--- config.mk ---
export PLATFORM = sky130hd
export DESIGN_NAME = json_string_unescape
export DESIGN_NICKNAME = d
export VERILOG_FILES = /design/src/sv/jsu_pkg.sv /design/src/sv/json_string_unescape.sv
export VERILOG_INCLUDE_DIRS = /design/src /design/src/sv
export SDC_FILE = /design/constraint.sdc
export NUM_CORES = 1
export LEC_CHECK = 0
export BUFFER_PORTS_ARGS = -buffer_cell sky130_fd_sc_hd__buf_2
export CAP_MARGIN = 15
export CORE_MARGIN = 3
export CORE_UTILIZATION = 32
export DETAILED_ROUTE_END_ITERATION = 6
export PLACE_DENSITY = 0.54
export SLEW_MARGIN = 10
export SYNTH_ARGS = -nofsm -noshare
export SYNTH_HDL_FRONTEND = slang
export SYNTH_SLANG_ARGS = --single-unit
--- constraint.sdc ---
create_clock -name clk -period 4.85 [get_ports clk]
set_clock_uncertainty 0.15 [all_clocks]
set_input_delay 0.97 -clock clk [delete_from_list [all_inputs] [get_ports clk]]
set_output_delay 0.97 -clock clk [all_outputs]
set_load 0.02 [all_outputs]
--- src/sv/json_string_unescape_defines.svh ---
// Assertion macros shared by the string unescaper RTL.
`ifndef JSON_STRING_UNESCAPE_DEFINES_SVH
`define JSON_STRING_UNESCAPE_DEFINES_SVH
`ifndef NO_ASSERTIONS
`define JSU_ASSERT(lbl, cond) \
    lbl: assert property (@(posedge clk) disable iff (!rst_n) (cond)) \
        else $error("check failed");
`define JSU_ASSERT_IMPL(lbl, ante, cons) \
    lbl: assert property (@(posedge clk) disable iff (!rst_n) (ante) |-> (cons)) \
        else $error("check failed");
`define JSU_ASSERT_NEXT(lbl, ante, cons) \
    lbl: assert property (@(posedge clk) disable iff (!rst_n) (ante) |=> (cons)) \
        else $error("check failed");
`else
`define JSU_ASSERT(lbl, cond)
`define JSU_ASSERT_IMPL(lbl, ante, cons)
`define JSU_ASSERT_NEXT(lbl, ante, cons)
`endif
`endif

--- src/sv/jsu_pkg.sv ---
// Types, codes and helper functions of the JSON string unescaper.
`timescale 1ns / 1ps
package jsu_pkg;

    typedef logic [7:0]  byte_t;
    typedef logic [1:0]  kind_t;
    typedef logic [2:0]  phase_t;
    typedef logic [15:0] count_t;

    localparam kind_t KIND_CHAR    = 2'd0;
    localparam kind_t KIND_DONE    = 2'd1;
    localparam kind_t KIND_NOQUOTE = 2'd2;
    localparam kind_t KIND_BAD     = 2'd3;

    localparam phase_t PH_IDLE = 3'd0;
    localparam phase_t PH_STR  = 3'd1;
    localparam phase_t PH_ESC  = 3'd2;
    localparam phase_t PH_HEX1 = 3'd3;
    localparam phase_t PH_HEX4 = 3'd6;

    localparam byte_t CH_QUOTE = 8'h22;
    localparam byte_t CH_BSLASH = 8'h5C;
    localparam byte_t CH_SLASH = 8'h2F;
    localparam byte_t CH_SPACE = 8'h20;
    localparam byte_t CH_B = 8'h62;
    localparam byte_t CH_F = 8'h66;
    localparam byte_t CH_N = 8'h6E;
    localparam byte_t CH_R = 8'h72;
    localparam byte_t CH_T = 8'h74;
    localparam byte_t CH_U = 8'h75;

    localparam byte_t CODE_BS  = 8'd8;
    localparam byte_t CODE_TAB = 8'd9;
    localparam byte_t CODE_LF  = 8'd10;
    localparam byte_t CODE_FF  = 8'd12;
    localparam byte_t CODE_CR  = 8'd13;

    localparam count_t CAPACITY_RESET = 16'd256;

    localparam int PADDR_W = 3;
    localparam logic [PADDR_W-1:0] ADDR_CAPACITY = 3'd0;

    // Returns {is_hex, nibble} for one byte.
    function automatic logic [4:0] hex_digit(input byte_t c);
        logic [4:0] r;
        r = 5'd0;
        if (c >= 8'h30 && c <= 8'h39) begin
            r = {1'b1, 4'(c - 8'h30)};
        end else if (c >= 8'h41 && c <= 8'h46) begin
            r = {1'b1, 4'(c - 8'h37)};
        end else if (c >= 8'h61 && c <= 8'h66) begin
            r = {1'b1, 4'(c - 8'h57)};
        end
        return r;
    endfunction

endpackage

--- src/sv/json_string_unescape.sv ---
// Top level of the JSON string unescaper: input register, decode step, result register.
`timescale 1ns / 1ps
`include "json_string_unescape_defines.svh"
// The block takes one raw byte per beat and sustains one byte per clock while
// out_ready stays high. A byte is held in an input register and then decoded
// in a single step against the parse state; a result it produces is captured
// in the result register that drives the output. Bytes that produce no result
// (whitespace, quotes that open a string, escape prefixes, hex digits and
// dropped characters) still pass through the decode step one by one. When a
// result waits on out_ready, the decode step stops and the input side takes
// at most one more byte into its register. The capacity register is written
// through the APB port at address 0 and should only be changed while idle.
module json_string_unescape (
    input  logic                         clk,
    input  logic                         rst_n,
    input  logic                         in_valid,
    output logic                         in_ready,
    input  jsu_pkg::byte_t               in_byte,
    output logic                         out_valid,
    input  logic                         out_ready,
    output jsu_pkg::kind_t               result_kind,
    output jsu_pkg::byte_t               out_char,
    output jsu_pkg::count_t              char_count,
    input  logic                         psel,
    input  logic                         penable,
    input  logic                         pwrite,
    input  logic [jsu_pkg::PADDR_W-1:0]  paddr,
    input  logic [31:0]                  pwdata,
    output logic [31:0]                  prdata,
    output logic                         pready
);
    import jsu_pkg::*;

    logic   capacity_we;
    count_t capacity_reg;

    logic   in_valid_reg;
    byte_t  in_byte_reg;

    phase_t phase_reg, phase_next;
    byte_t  hex_reg, hex_next;
    count_t count_reg, count_next;

    logic   out_valid_reg;
    kind_t  kind_reg, kind_next;
    byte_t  char_reg, char_next;
    count_t cnt_out_reg, cnt_out_next;

    logic   res_valid;
    logic   step_go;
    logic   store_req;
    byte_t  store_ch;
    count_t limit;
    logic [4:0] hexd;

    assign pready      = 1'b1;
    assign capacity_we = psel && penable && pwrite && (paddr == ADDR_CAPACITY);
    assign prdata      = (paddr == ADDR_CAPACITY) ? {16'd0, capacity_reg} : 32'd0;

    always_ff @(posedge clk or negedge rst_n)
    begin
        if (!rst_n)
        begin
            capacity_reg <= CAPACITY_RESET;
        end
        else if (capacity_we)
        begin
            capacity_reg <= pwdata[15:0];
        end
    end

    assign step_go  = in_valid_reg && (!out_valid_reg || out_ready);
    assign in_ready = !in_valid_reg || step_go;

    always_ff @(posedge clk or negedge rst_n)
    begin
        if (!rst_n)
        begin
            in_valid_reg <= 1'b0;
        end
        else if (in_ready)
        begin
            in_valid_reg <= in_valid;
        end
    end

    always_ff @(posedge clk)
    begin
        if (in_valid && in_ready)
        begin
            in_byte_reg <= in_byte;
        end
    end

    assign limit = (capacity_reg == 16'd0) ? 16'd0 : capacity_reg - 16'd1;
    assign hexd  = hex_digit(in_byte_reg);

    always_comb
    begin
        phase_next   = phase_reg;
        hex_next     = hex_reg;
        count_next   = count_reg;
        res_valid    = 1'b0;
        kind_next    = KIND_CHAR;
        char_next    = 8'd0;
        cnt_out_next = count_reg;
        store_req    = 1'b0;
        store_ch     = in_byte_reg;
        case (phase_reg)
            PH_IDLE:
            begin
                if (in_byte_reg inside {CH_SPACE, [CODE_TAB:CODE_CR]})
                begin
                    phase_next = PH_IDLE;
                end
                else if (in_byte_reg == CH_QUOTE)
                begin
                    count_next = 16'd0;
                    phase_next = PH_STR;
                end
                else
                begin
                    res_valid    = 1'b1;
                    kind_next    = KIND_NOQUOTE;
                    cnt_out_next = 16'd0;
                end
            end
            PH_STR:
            begin
                if (in_byte_reg == CH_QUOTE)
                begin
                    phase_next = PH_IDLE;
                    res_valid  = 1'b1;
                    kind_next  = KIND_DONE;
                end
                else if (in_byte_reg == CH_BSLASH)
                begin
                    phase_next = PH_ESC;
                end
                else
                begin
                    store_req = 1'b1;
                end
            end
            PH_ESC:
            begin
                phase_next = PH_STR;
                case (in_byte_reg)
                    CH_QUOTE, CH_BSLASH, CH_SLASH: store_req = 1'b1;
                    CH_B:
                    begin
                        store_req = 1'b1;
                        store_ch  = CODE_BS;
                    end
                    CH_F:
                    begin
                        store_req = 1'b1;
                        store_ch  = CODE_FF;
                    end
                    CH_N:
                    begin
                        store_req = 1'b1;
                        store_ch  = CODE_LF;
                    end
                    CH_R:
                    begin
                        store_req = 1'b1;
                        store_ch  = CODE_CR;
                    end
                    CH_T:
                    begin
                        store_req = 1'b1;
                        store_ch  = CODE_TAB;
                    end
                    CH_U:
                    begin
                        hex_next   = 8'd0;
                        phase_next = PH_HEX1;
                    end
                    default:
                    begin
                        phase_next = PH_IDLE;
                        res_valid  = 1'b1;
                        kind_next  = KIND_BAD;
                    end
                endcase
            end
            default:
            begin
                if (!hexd[4] || phase_reg > PH_HEX4)
                begin
                    phase_next = PH_IDLE;
                    res_valid  = 1'b1;
                    kind_next  = KIND_BAD;
                end
                else
                begin
                    hex_next = {hex_reg[3:0], hexd[3:0]};
                    if (phase_reg < PH_HEX4)
                    begin
                        phase_next = phase_reg + 3'd1;
                    end
                    else
                    begin
                        phase_next = PH_STR;
                        store_req  = 1'b1;
                        store_ch   = {hex_reg[3:0], hexd[3:0]};
                    end
                end
            end
        endcase
        if (store_req && (count_reg < limit))
        begin
            count_next   = count_reg + 16'd1;
            res_valid    = 1'b1;
            kind_next    = KIND_CHAR;
            char_next    = store_ch;
            cnt_out_next = count_reg + 16'd1;
        end
    end

    always_ff @(posedge clk or negedge rst_n)
    begin
        if (!rst_n)
        begin
            phase_reg <= PH_IDLE;
            hex_reg   <= 8'd0;
            count_reg <= 16'd0;
        end
        else if (step_go)
        begin
            phase_reg <= phase_next;
            hex_reg   <= hex_next;
            count_reg <= count_next;
        end
    end

    always_ff @(posedge clk or negedge rst_n)
    begin
        if (!rst_n)
        begin
            out_valid_reg <= 1'b0;
        end
        else if (step_go)
        begin
            out_valid_reg <= res_valid;
        end
        else if (out_ready)
        begin
            out_valid_reg <= 1'b0;
        end
    end

    always_ff @(posedge clk)
    begin
        if (step_go && res_valid)
        begin
            kind_reg    <= kind_next;
            char_reg    <= char_next;
            cnt_out_reg <= cnt_out_next;
        end
    end

    assign out_valid   = out_valid_reg;
    assign result_kind = kind_reg;
    assign out_char    = char_reg;
    assign char_count  = cnt_out_reg;

    `JSU_ASSERT(phase_in_range, phase_reg <= PH_HEX4)
    `JSU_ASSERT_IMPL(char_has_count, out_valid && result_kind == KIND_CHAR, char_count != 16'd0)
    `JSU_ASSERT_IMPL(noquote_zero, out_valid && result_kind == KIND_NOQUOTE, char_count == 16'd0 && out_char == 8'd0)
    `JSU_ASSERT_NEXT(result_shows, step_go && res_valid, out_valid)

endmodule
==> results of run 1 <==
==> cell families (layout without fill, tap and decap cells) <==
| kind of cell | count (synthesis) | in the layout |
|---|---|---|
| mux | 23 | 23 |
| other cells | 2 | 17 |
| flops | 75 | 75 |
| buf+inv | 62 | 119 |
| xor+xnor | 18 | 18 |
| compound gates | 132 | 132 |
| fa+ha+maj | 26 | 26 |
| simple gates | 229 | 229 |
==> layer usage <==
metal  vias up  global-route usage [%]  wire length [um]
met5         -                       0                 0
met4         0                    5.38               210
met3        15                    3.20               862
met2       135                    22.2              5790
met1      2049                    21.1              6710
li1       2202                       -                 -
==> cell usage after synthesis (all sizes together) (5+ instances only) <==
master / n / area [sq um]
nand3: 14 / 70.1
mux2: 14 / 158
and3: 7 / 43.8
buf: 37 / 253
edfxtp: 34 / 1020
a31oi: 7 / 58.8
a21o: 24 / 180
mux2i: 9 / 90.1
nor2: 34 / 128
o41ai: 15 / 244
a21oi: 27 / 135
a221o: 7 / 70.1
nor3: 19 / 118
xor2: 6 / 52.6
xnor2: 12 / 105
nand2: 75 / 282
o21ai: 13 / 68.8
ha: 26 / 325
dfrtp: 40 / 1000
and2: 20 / 125
nand4: 7 / 43.8
a2111oi: 6 / 96.4
inv: 12 / 45.0
or3: 5 / 41.3
nor4: 18 / 113
clkbuf: 13 / 48.8
nand2b: 10 / 65.1
==> power by group <==
| part | internal (mW) | total [mW] | switching [mW] |
|---|---|---|---|
| clock | 0.410 | 0.669 | 0.260 |
| sequential | 0.939 | 1.15 | 0.212 |
| combinational | 0.665 | 1.74 | 1.08 |
==> worst max-delay path, cell delays in order, from the launching register on <==
cell and delay, ns:
dfrtp_1 0.42, nor3_1 0.37, nor3b_1 0.39, nand3_1 0.17, nor4_1 0.24, xor2_1 0.18
nand2_1 0.08, ha_1 0.29, nand4_1 0.18, a2111oi_0 0.38, buf_4 0.20, o2bb2ai_2 0.29
buf_4 0.28, nor4_1 0.06, a221o_1 0.29
==> per-stage QoR <==
stage                     util, %  cells  instance area [sq um]  hold WS [ns]  power [mW]
after floorplan                 -    582                   5520         0.299        2.46
after global placement       35.9    843                   5980         0.321        2.86
after detailed placement     35.9    843                   5980         0.329        2.91
after CTS                    37.7    859                   6280         0.342        3.60
after global routing         37.7    859                   6280         0.349        3.83
final                        37.7    859                   6280         0.341        3.56
==> cell type report <==
cell class / count / area [sq um] / area share, %
Sequential cell: 75 / 2050 / 32.6
Tap cell: 220 / 275 / 4.39
Clock inverter: 5 / 52.6 / 0.837
Clock buffer: 11 / 243 / 3.87
Inverter: 12 / 45.0 / 0.718
Timing Repair Buffer: 91 / 490 / 7.81
Multi-Input combinational cell: 445 / 3120 / 49.8
==> worst max-delay path by stage <==
| stage | slack (ns) | depth (start not counted) | start | end |
|---|---|---|---|---|
| global route | 0.23 | 15 | capacity_reg[4] | char_count[7] |
| CTS | 0.60 | 15 | capacity_reg[4] | char_count[6] |
| global placement | 0.69 | 15 | capacity_reg[4] | char_count[6] |
| detailed placement | 0.61 | 15 | capacity_reg[4] | char_count[6] |
| floorplan | 0.37 | 14 | capacity_reg[4] | char_count[0] |
| finish | 0.62 | 14 | capacity_reg[7] | char_count[6] |
==> run_results.csv, run 1 <==
group,metric,value,unit
placement,place_ws,0.613,ns
timing,period_share,87.3,%
synth,ys_types,69,
min_path,hold_class,"flip-flop to flip-flop",
route,initialDrtViolationCount,282,
clock_network,cts_tree,"done",
clock_network,htreeDepth,3,
finish,nFillCells,1672,
floorplanning,dieArea,18700,sq um
synth,avgSynthCellArea,9.63,sq um
run,maxCapViolations,0,
critical_path,r2r_cells,14,
route,viasPerCell,5.12,
route,drtPass1Iterations,5,
timing,min_period,4.23,ns
route,final_antenna_net_count,0,
critical_path,reg2reg_to,"char_count[6]",
timing,tightest_slew,1.09,ns
synth,ys_ff_latch,75,
critical_path,cp-start-kind,"flip-flop",
synth,synth_compound_area_share,20.8,%
min_path,min_from,"hex_reg[0]",
global_route,grt_pass1_wl,22000,um
floorplanning,rows,47,
synth,synth_top_family_by_area,"simple AND/OR/NAND/NOR gates",
route,wl_per_cell,15.8,um
clock_network,cts_setup_buffers,0,
timing,relSlewSlack,27.4,%
timing,finalHoldViolCount,0,
placement,io_buffers,77,
floorplanning,chipHeight,137,um
floorplanning,die_w,137,um
global_route,grt_usage,14.8,%
synth,synthSimpleGateAreaFrac,21.8,%
pwr,p_per_area,568,nW/um^2
synth,syn_area,5460,sq um
clock_network,numCtsBuffers,9,
clock_network,clkSlewWorstSetupHoldPaths,0.06,ns
finish,mostFrequentLayoutCells,"buf_2 (77), nand2_1 (75), dfrtp_1 (40)",
synth,synthFlopType,"dfrtp_1",
timing,slew_viol_final,0,
run_status,status,"complete, no violations",
pwr,p_leak,2.75,nW
route,drt_wl_total,13600,um
pwr,ir_worst_vdd,0.199,mV
clock_network,cts_root_buffer,"clkbuf_16",
finish,drive_gt1_share,24.4,%
global_route,antenna_found_initial,0,
synth,synth_fa_ha_area_share,5.96,%
global_route,grt_max_degree,42,
finish,syn_to_final_growth,15.0,%
route,vias,4401,
min_path,min_path_cells,2,
synth,yosys_warnings,0,
timing,rsz0062_at_grt,"false",
global_route,first_global_vias,4240,
critical_path,cp.required,4.79,ns
finish,antenna_cells,0,
clock_network,clock_path_buffers,2,
floorplanning,io_pins,111,
synth,seq_area_frac_synth,37.5,%
timing,setup_ws,0.615,ns
clock_network,clk_latency,0.34,ns
global_route,grt_overflow_total,0,
critical_path,endpoint_kind,"flip-flop",
finish,nNetsFinal,710,
synth,yosys.area_share.xor_xnor,2.89,%
critical_path,crit_type,"flip-flop to flip-flop",
synth,muxShareOfSynthArea,4.54,%
timing,tns,0,ns
placement,dpl.hpwl,10100,um
timing,fmax,236,MHz
clock_network,cts.sinks,75,
clock_network,cts_hold_buf,0,
floorplanning,start_util,32.8,%
route,drc_errors,0,
finish,final_common_cell,"buf_2",
floorplanning,core,16600,sq um
critical_path,rrSetupSlack,0.62,ns
clock_network,cts_resized,0,
synth,synthCells,567,
placement,place_congestion,0.880,
timing,setup_viol,0,
synth,synth_edf_count,34,
critical_path,path_max_fanout,8,
critical_path,timing.rr.start,"capacity_reg[7]",
min_path,min_to,"hex_reg[0]",
critical_path,arrival,4.17,ns
synth,synthArstFlopShare,54.7,%
No activity file was read; power rests on OpenSTA's default activity.
==> inputs of run 2 (changes only) <==
--- a/config.mk
+++ b/config.mk
@@ -8,6 +8,7 @@
 export LEC_CHECK = 0
 export BUFFER_PORTS_ARGS = -buffer_cell sky130_fd_sc_hd__buf_2
 export CAP_MARGIN = 15
+export CORE_ASPECT_RATIO = 1.25
 export CORE_MARGIN = 3
 export CORE_UTILIZATION = 32
 export DETAILED_ROUTE_END_ITERATION = 6
==> run_results.csv, run 2 (synthesis gave the netlist of run 1 again) <==
group,metric,value,unit
critical_path,crit_type,"flip-flop to flip-flop",
global_route,grt_usage,14.6,%
run,maxCapViolations,0,
global_route,grt_overflow_total,0,
clock_network,cts.sinks,75,
clock_network,clk_latency,0.35,ns
finish,final_common_cell,"buf_2",
floorplanning,io_pins,111,
clock_network,clkSlewWorstSetupHoldPaths,0.06,ns
timing,setup_ws,0.623,ns
finish,multi_input_area,3120,sq um
timing,period_share,87.2,%
clock_network,htreeDepth,3,
timing,setup_viol,0,
finish,drive_gt1_share,24.0,%
global_route,gr-usage-met1,19.8,%
route,drtPass1Iterations,4,
floorplanning,die_w,123,um
pwr,pwr-share-clk,20.1,%
floorplanning,chipHeight,152,um
clock_network,cts_setup_buffers,0,
timing,tightest_slew,1.14,ns
placement,place_congestion,0.883,
route,drc_errors,0,
global_route,grt_pass1_wl,22200,um
global_route,antenna_found_initial,0,
timing,min_period,4.23,ns
critical_path,timing.rr.start,"capacity_reg[4]",
finish,syn_to_final_growth,15.2,%
critical_path,path_max_fanout,11,
pwr,p_switching,1.53,mW
placement,place_ws,0.646,ns
route,drt_wl_total,13300,um
min_path,min_from,"hex_reg[1]",
route,vias,4467,
run_status,status,"complete, no violations",
clock_network,cts_tree,"done",
clock_network,numCtsBuffers,9,
pwr,combPwrFrac,47.9,%
placement,dpl.hpwl,9910,um
global_route,grt_max_degree,42,
pwr,p_leak,2.75,nW
clock_network,cts_resized,0,
critical_path,arrival,4.17,ns
finish,design_area,6280,sq um
route,wl_per_cell,15.6,um
critical_path,startpoint,"capacity_reg[4]",
floorplanning,dieArea,18700,sq um
timing,relSlewSlack,23.9,%
floorplanning,rows,52,
finish,seqCellArea,2050,sq um
global_route,grt_util_met3,3.42,%
finish,nNetsFinal,709,
pwr,netSwitchingFraction,42.6,%
critical_path,endpoint_kind,"flip-flop",
global_route,first_global_vias,4291,
placement,post_dp_cell_area,5970,sq um
global_route,grt.busiest_layer,"met2",
critical_path,cp-start-kind,"flip-flop",
critical_path,cp.required,4.79,ns
timing,finalHoldViolCount,0,
placement,io_buffers,77,
min_path,hold_class,"flip-flop to flip-flop",
clock_network,cts_hold_buf,0,
pwr,p_per_area,572,nW/um^2
finish,antenna_cells,0,
route,viasPerCell,5.23,
global_route,met2_usage,22.8,%
pwr,ir_worst_vdd,0.185,mV
finish,nFillCells,1645,
floorplanning,core,16500,sq um
timing,fmax,237,MHz
timing,slew_viol_final,0,
clock_network,cts_root_buffer,"clkbuf_16",
timing,tns,0,ns
finish,mostFrequentLayoutCells,"buf_2 (77), nand2_1 (75), dfrtp_1 (40)",
pwr,p_seq_share,31.9,%
floorplanning,start_util,33.2,%
timing,rsz0062_at_grt,"false",
clock_network,clock_path_buffers,2,
pwr,p_int,2.06,mW
route,initialDrtViolationCount,233,
route,final_antenna_net_count,0,
-- run 2: changes by cell type in the layout (fill, tap and decap cells not counted) --
cell        previous run  this run
bufinv_16              1         2
clkinvlp_4             1         0
clkinv_2               3         1
buf_4                 14        13
clkbuf_1               1         3
-- run 2: final cells by class --
| class | count | share of cell area (%) |
|---|---|---|
| multi-input combinational | 445 | 49.7 |
| tap | 216 | 4.30 |
| timing repair buffer | 90 | 7.68 |
| sequential | 75 | 32.6 |
| inverter | 12 | 0.717 |
| clock inverter | 3 | 1.04 |
| clock buffer | 13 | 3.98 |
-- run 2: power groups by stage --
stage	clock [mW]	sequential (mW)	combinational, mW
finish	0.724	1.15	1.72
global route	0.764	1.18	1.91
CTS	0.745	1.15	1.74
detailed placement	0	1.16	1.73
global placement	0	1.15	1.69
floorplan	0	1.21	1.25
-- run 2: per-layer routing --
layer  vias to the layer above  part of all wire (%)
met3                        13                   5.9
met2                       136                    47
met1                      2122                    46
met5                         -                     0
met4                         0                   1.3
li1                       2196                     -
-- run 2: worst paths after layout --
path	slack (ns)	endpoint	depth (start not counted)
worst min register to register	0.34	hex_reg[1]	2
worst min-delay path	0.34	hex_reg[1]	2
worst max-delay path	0.62	char_count[14]	15
max in group asynchronous	3.29	count_reg[14]	1
worst max register to register	0.62	char_count[14]	15
min in group asynchronous	0.64	capacity_reg[9]	1
-- run 2: critical path: stages, from the launching register on --
cell and delay [ns]:
dfrtp_1 0.43, nor4_1 0.28, buf_4 0.17, nand2_1 0.08
or3_1 0.35, or3_1 0.33, xnor2_1 0.15, nand2_1 0.08
ha_1 0.29, nand4_1 0.13, a2111oi_0 0.40, buf_4 0.19
o2bb2ai_2 0.25, buf_4 0.31, nor4_1 0.07, a221o_1 0.31
-- run 2: metrics by stage --
stage	util [%]	hold WS, ns	cells	power [mW]
global route	38.2	0.381	854	3.85
finish	38.2	0.337	854	3.60
detailed placement	36.3	0.324	838	2.89
global placement	36.3	0.320	838	2.84
CTS	38.2	0.337	854	3.63
floorplan	-	0.299	582	2.46
==> inputs of run 3 (changes only) <==
==> constraint.sdc (replaced) <==
create_clock -name clk -period 4.85 [get_ports clk]
set_clock_uncertainty 0.15 [all_clocks]
set_input_delay 0.485 -clock clk [delete_from_list [all_inputs] [get_ports clk]]
set_output_delay 0.485 -clock clk [all_outputs]
set_load 0.02 [all_outputs]
==> run_results.csv, run 3 (synthesis gave the netlist of run 1 again) <==
group,metric,value,unit
clock_network,cts_hold_buf,0,
global_route,grt_overflow_total,0,
placement,dpl.hpwl,9940,um
global_route,grt_pass1_wl,22100,um
pwr,netSwitchingFraction,43.4,%
finish,mostFrequentLayoutCells,"buf_2 (77), nand2_1 (75), dfrtp_1 (40)",
floorplanning,chipHeight,152,um
floorplanning,start_util,33.2,%
timing,rsz0062_at_grt,"false",
pwr,p_leak,2.74,nW
finish,drive_gt1_share,24.1,%
route,drt_wl_total,13300,um
pwr,p_int,1.98,mW
floorplanning,io_pins,111,
finish,syn_to_final_growth,14.6,%
critical_path,crit_type,"flip-flop to flip-flop",
critical_path,arrival,4.23,ns
floorplanning,die_w,123,um
clock_network,clock_path_buffers,2,
route,vias,4483,
clock_network,numCtsBuffers,9,
timing,slew_viol_final,0,
critical_path,startpoint,"capacity_reg[4]",
floorplanning,rows,52,
critical_path,cp.required,4.79,ns
pwr,p_switching,1.52,mW
clock_network,cts_resized,0,
min_path,hold_class,"primary input to async pin",
finish,final_common_cell,"buf_2",
critical_path,timing.rr.start,"capacity_reg[4]",
finish,nNetsFinal,709,
finish,antenna_cells,0,
critical_path,endpoint_kind,"flip-flop",
timing,fin_hold_ws,0.157,ns
finish,finalNonFillerCells,854,
timing,setup_viol,0,
run_status,status,"complete, no violations",
clock_network,clk_latency,0.34,ns
clock_network,htreeDepth,3,
timing,tns,0,ns
route,initialDrtViolationCount,151,
pwr,ir_worst_vdd,0.181,mV
route,final_antenna_net_count,0,
timing,fmax,233,MHz
pwr,combPwrFrac,49.1,%
global_route,grt_usage,14.5,%
run,maxCapViolations,0,
floorplanning,dieArea,18700,sq um
global_route,antenna_found_initial,0,
timing,finalHoldViolCount,0,
pwr,p_per_area,560,nW/um^2
clock_network,clkSlewWorstSetupHoldPaths,0.06,ns
placement,place_congestion,0.867,
clock_network,cts_tree,"done",
floorplanning,core,16500,sq um
placement,place_ws,0.595,ns
timing,relSlewSlack,24.4,%
timing,tightest_slew,1.13,ns
route,viasPerCell,5.25,
critical_path,cp-start-kind,"flip-flop",
pwr,p_seq_share,32.7,%
route,wl_per_cell,15.6,um
timing,min_period,4.28,ns
timing,period_share,88.3,%
timing,setup_ws,0.567,ns
critical_path,path_max_fanout,14,
critical_path,rrSetupSlack,0.57,ns
global_route,first_global_vias,4389,
route,drtPass1Iterations,4,
clock_network,cts_root_buffer,"clkbuf_16",
clock_network,cts.sinks,75,
placement,io_buffers,77,
pwr,pwr-share-clk,18.2,%
placement,placed_cells_incl_taps,838,
route,drc_errors,0,
clock_network,cts_setup_buffers,0,
global_route,grt_max_degree,42,
[run 3: metrics by stage]
| step | area [sq um] | utilization [%] | total power, mW |
|---|---|---|---|
| floorplan | 5520 | - | 2.46 |
| global placement | 5970 | 36.3 | 2.83 |
| detailed placement | 5970 | 36.3 | 2.88 |
| CTS | 6250 | 38.0 | 3.53 |
| global route | 6250 | 38.0 | 3.77 |
| finish | 6250 | 38.0 | 3.50 |
[run 3: final cells by class]
class	count	area (sq um)
clock inverters	2	10.0
flip-flops and latches	75	2050
fillers	1676	10200
repair buffers	90	483
clock buffers	14	274
well taps	216	270
multi-input cells	445	3120
inverters	12	45.0
[run 3: critical path, cell delays in order (launching register included)]
cell       delay [ns]
dfrtp_1          0.43
nor4_1           0.30
buf_4            0.18
nand2_1          0.09
or3_1            0.35
or3_1            0.33
xnor2_1          0.16
nand2_1          0.08
ha_1             0.29
nand4_1          0.12
inv_1            0.06
a21oi_1          0.23
a2bb2oi_1        0.52
a31oi_4          0.15
buf_4            0.22
a221o_1          0.36
[run 3: path summary, 6_finish.rpt]
check                                  end  cells past startpoint
max in group asynchronous        out_valid                      1
min in group clk            in_byte_reg[2]                      1
min reg2reg                     hex_reg[0]                      2
min                        capacity_reg[9]                      1
max                         char_count[11]                     15
max reg2reg                 char_count[11]                     15
[run 3: routing by layer]
| metal | part of all wire [%] | vias to the layer above | wire length, um | global-route usage, % |
|---|---|---|---|---|
| met5 | 0 | - | 0 | 0 |
| met4 | 2.3 | 0 | 301 | 6.19 |
| met3 | 5.3 | 22 | 710 | 2.83 |
| met2 | 46 | 115 | 6100 | 22.3 |
| met1 | 47 | 2142 | 6230 | 19.8 |
| li1 | - | 2204 | - | - |
[run 3: power groups by stage]
stage               registers [mW]  logic [mW]  clock network, mW
floorplan                     1.21        1.25                  0
CTS                           1.15        1.73              0.657
global placement              1.15        1.68                  0
detailed placement            1.16        1.72                  0
finish                        1.15        1.72              0.638
global route                  1.18        1.91              0.680
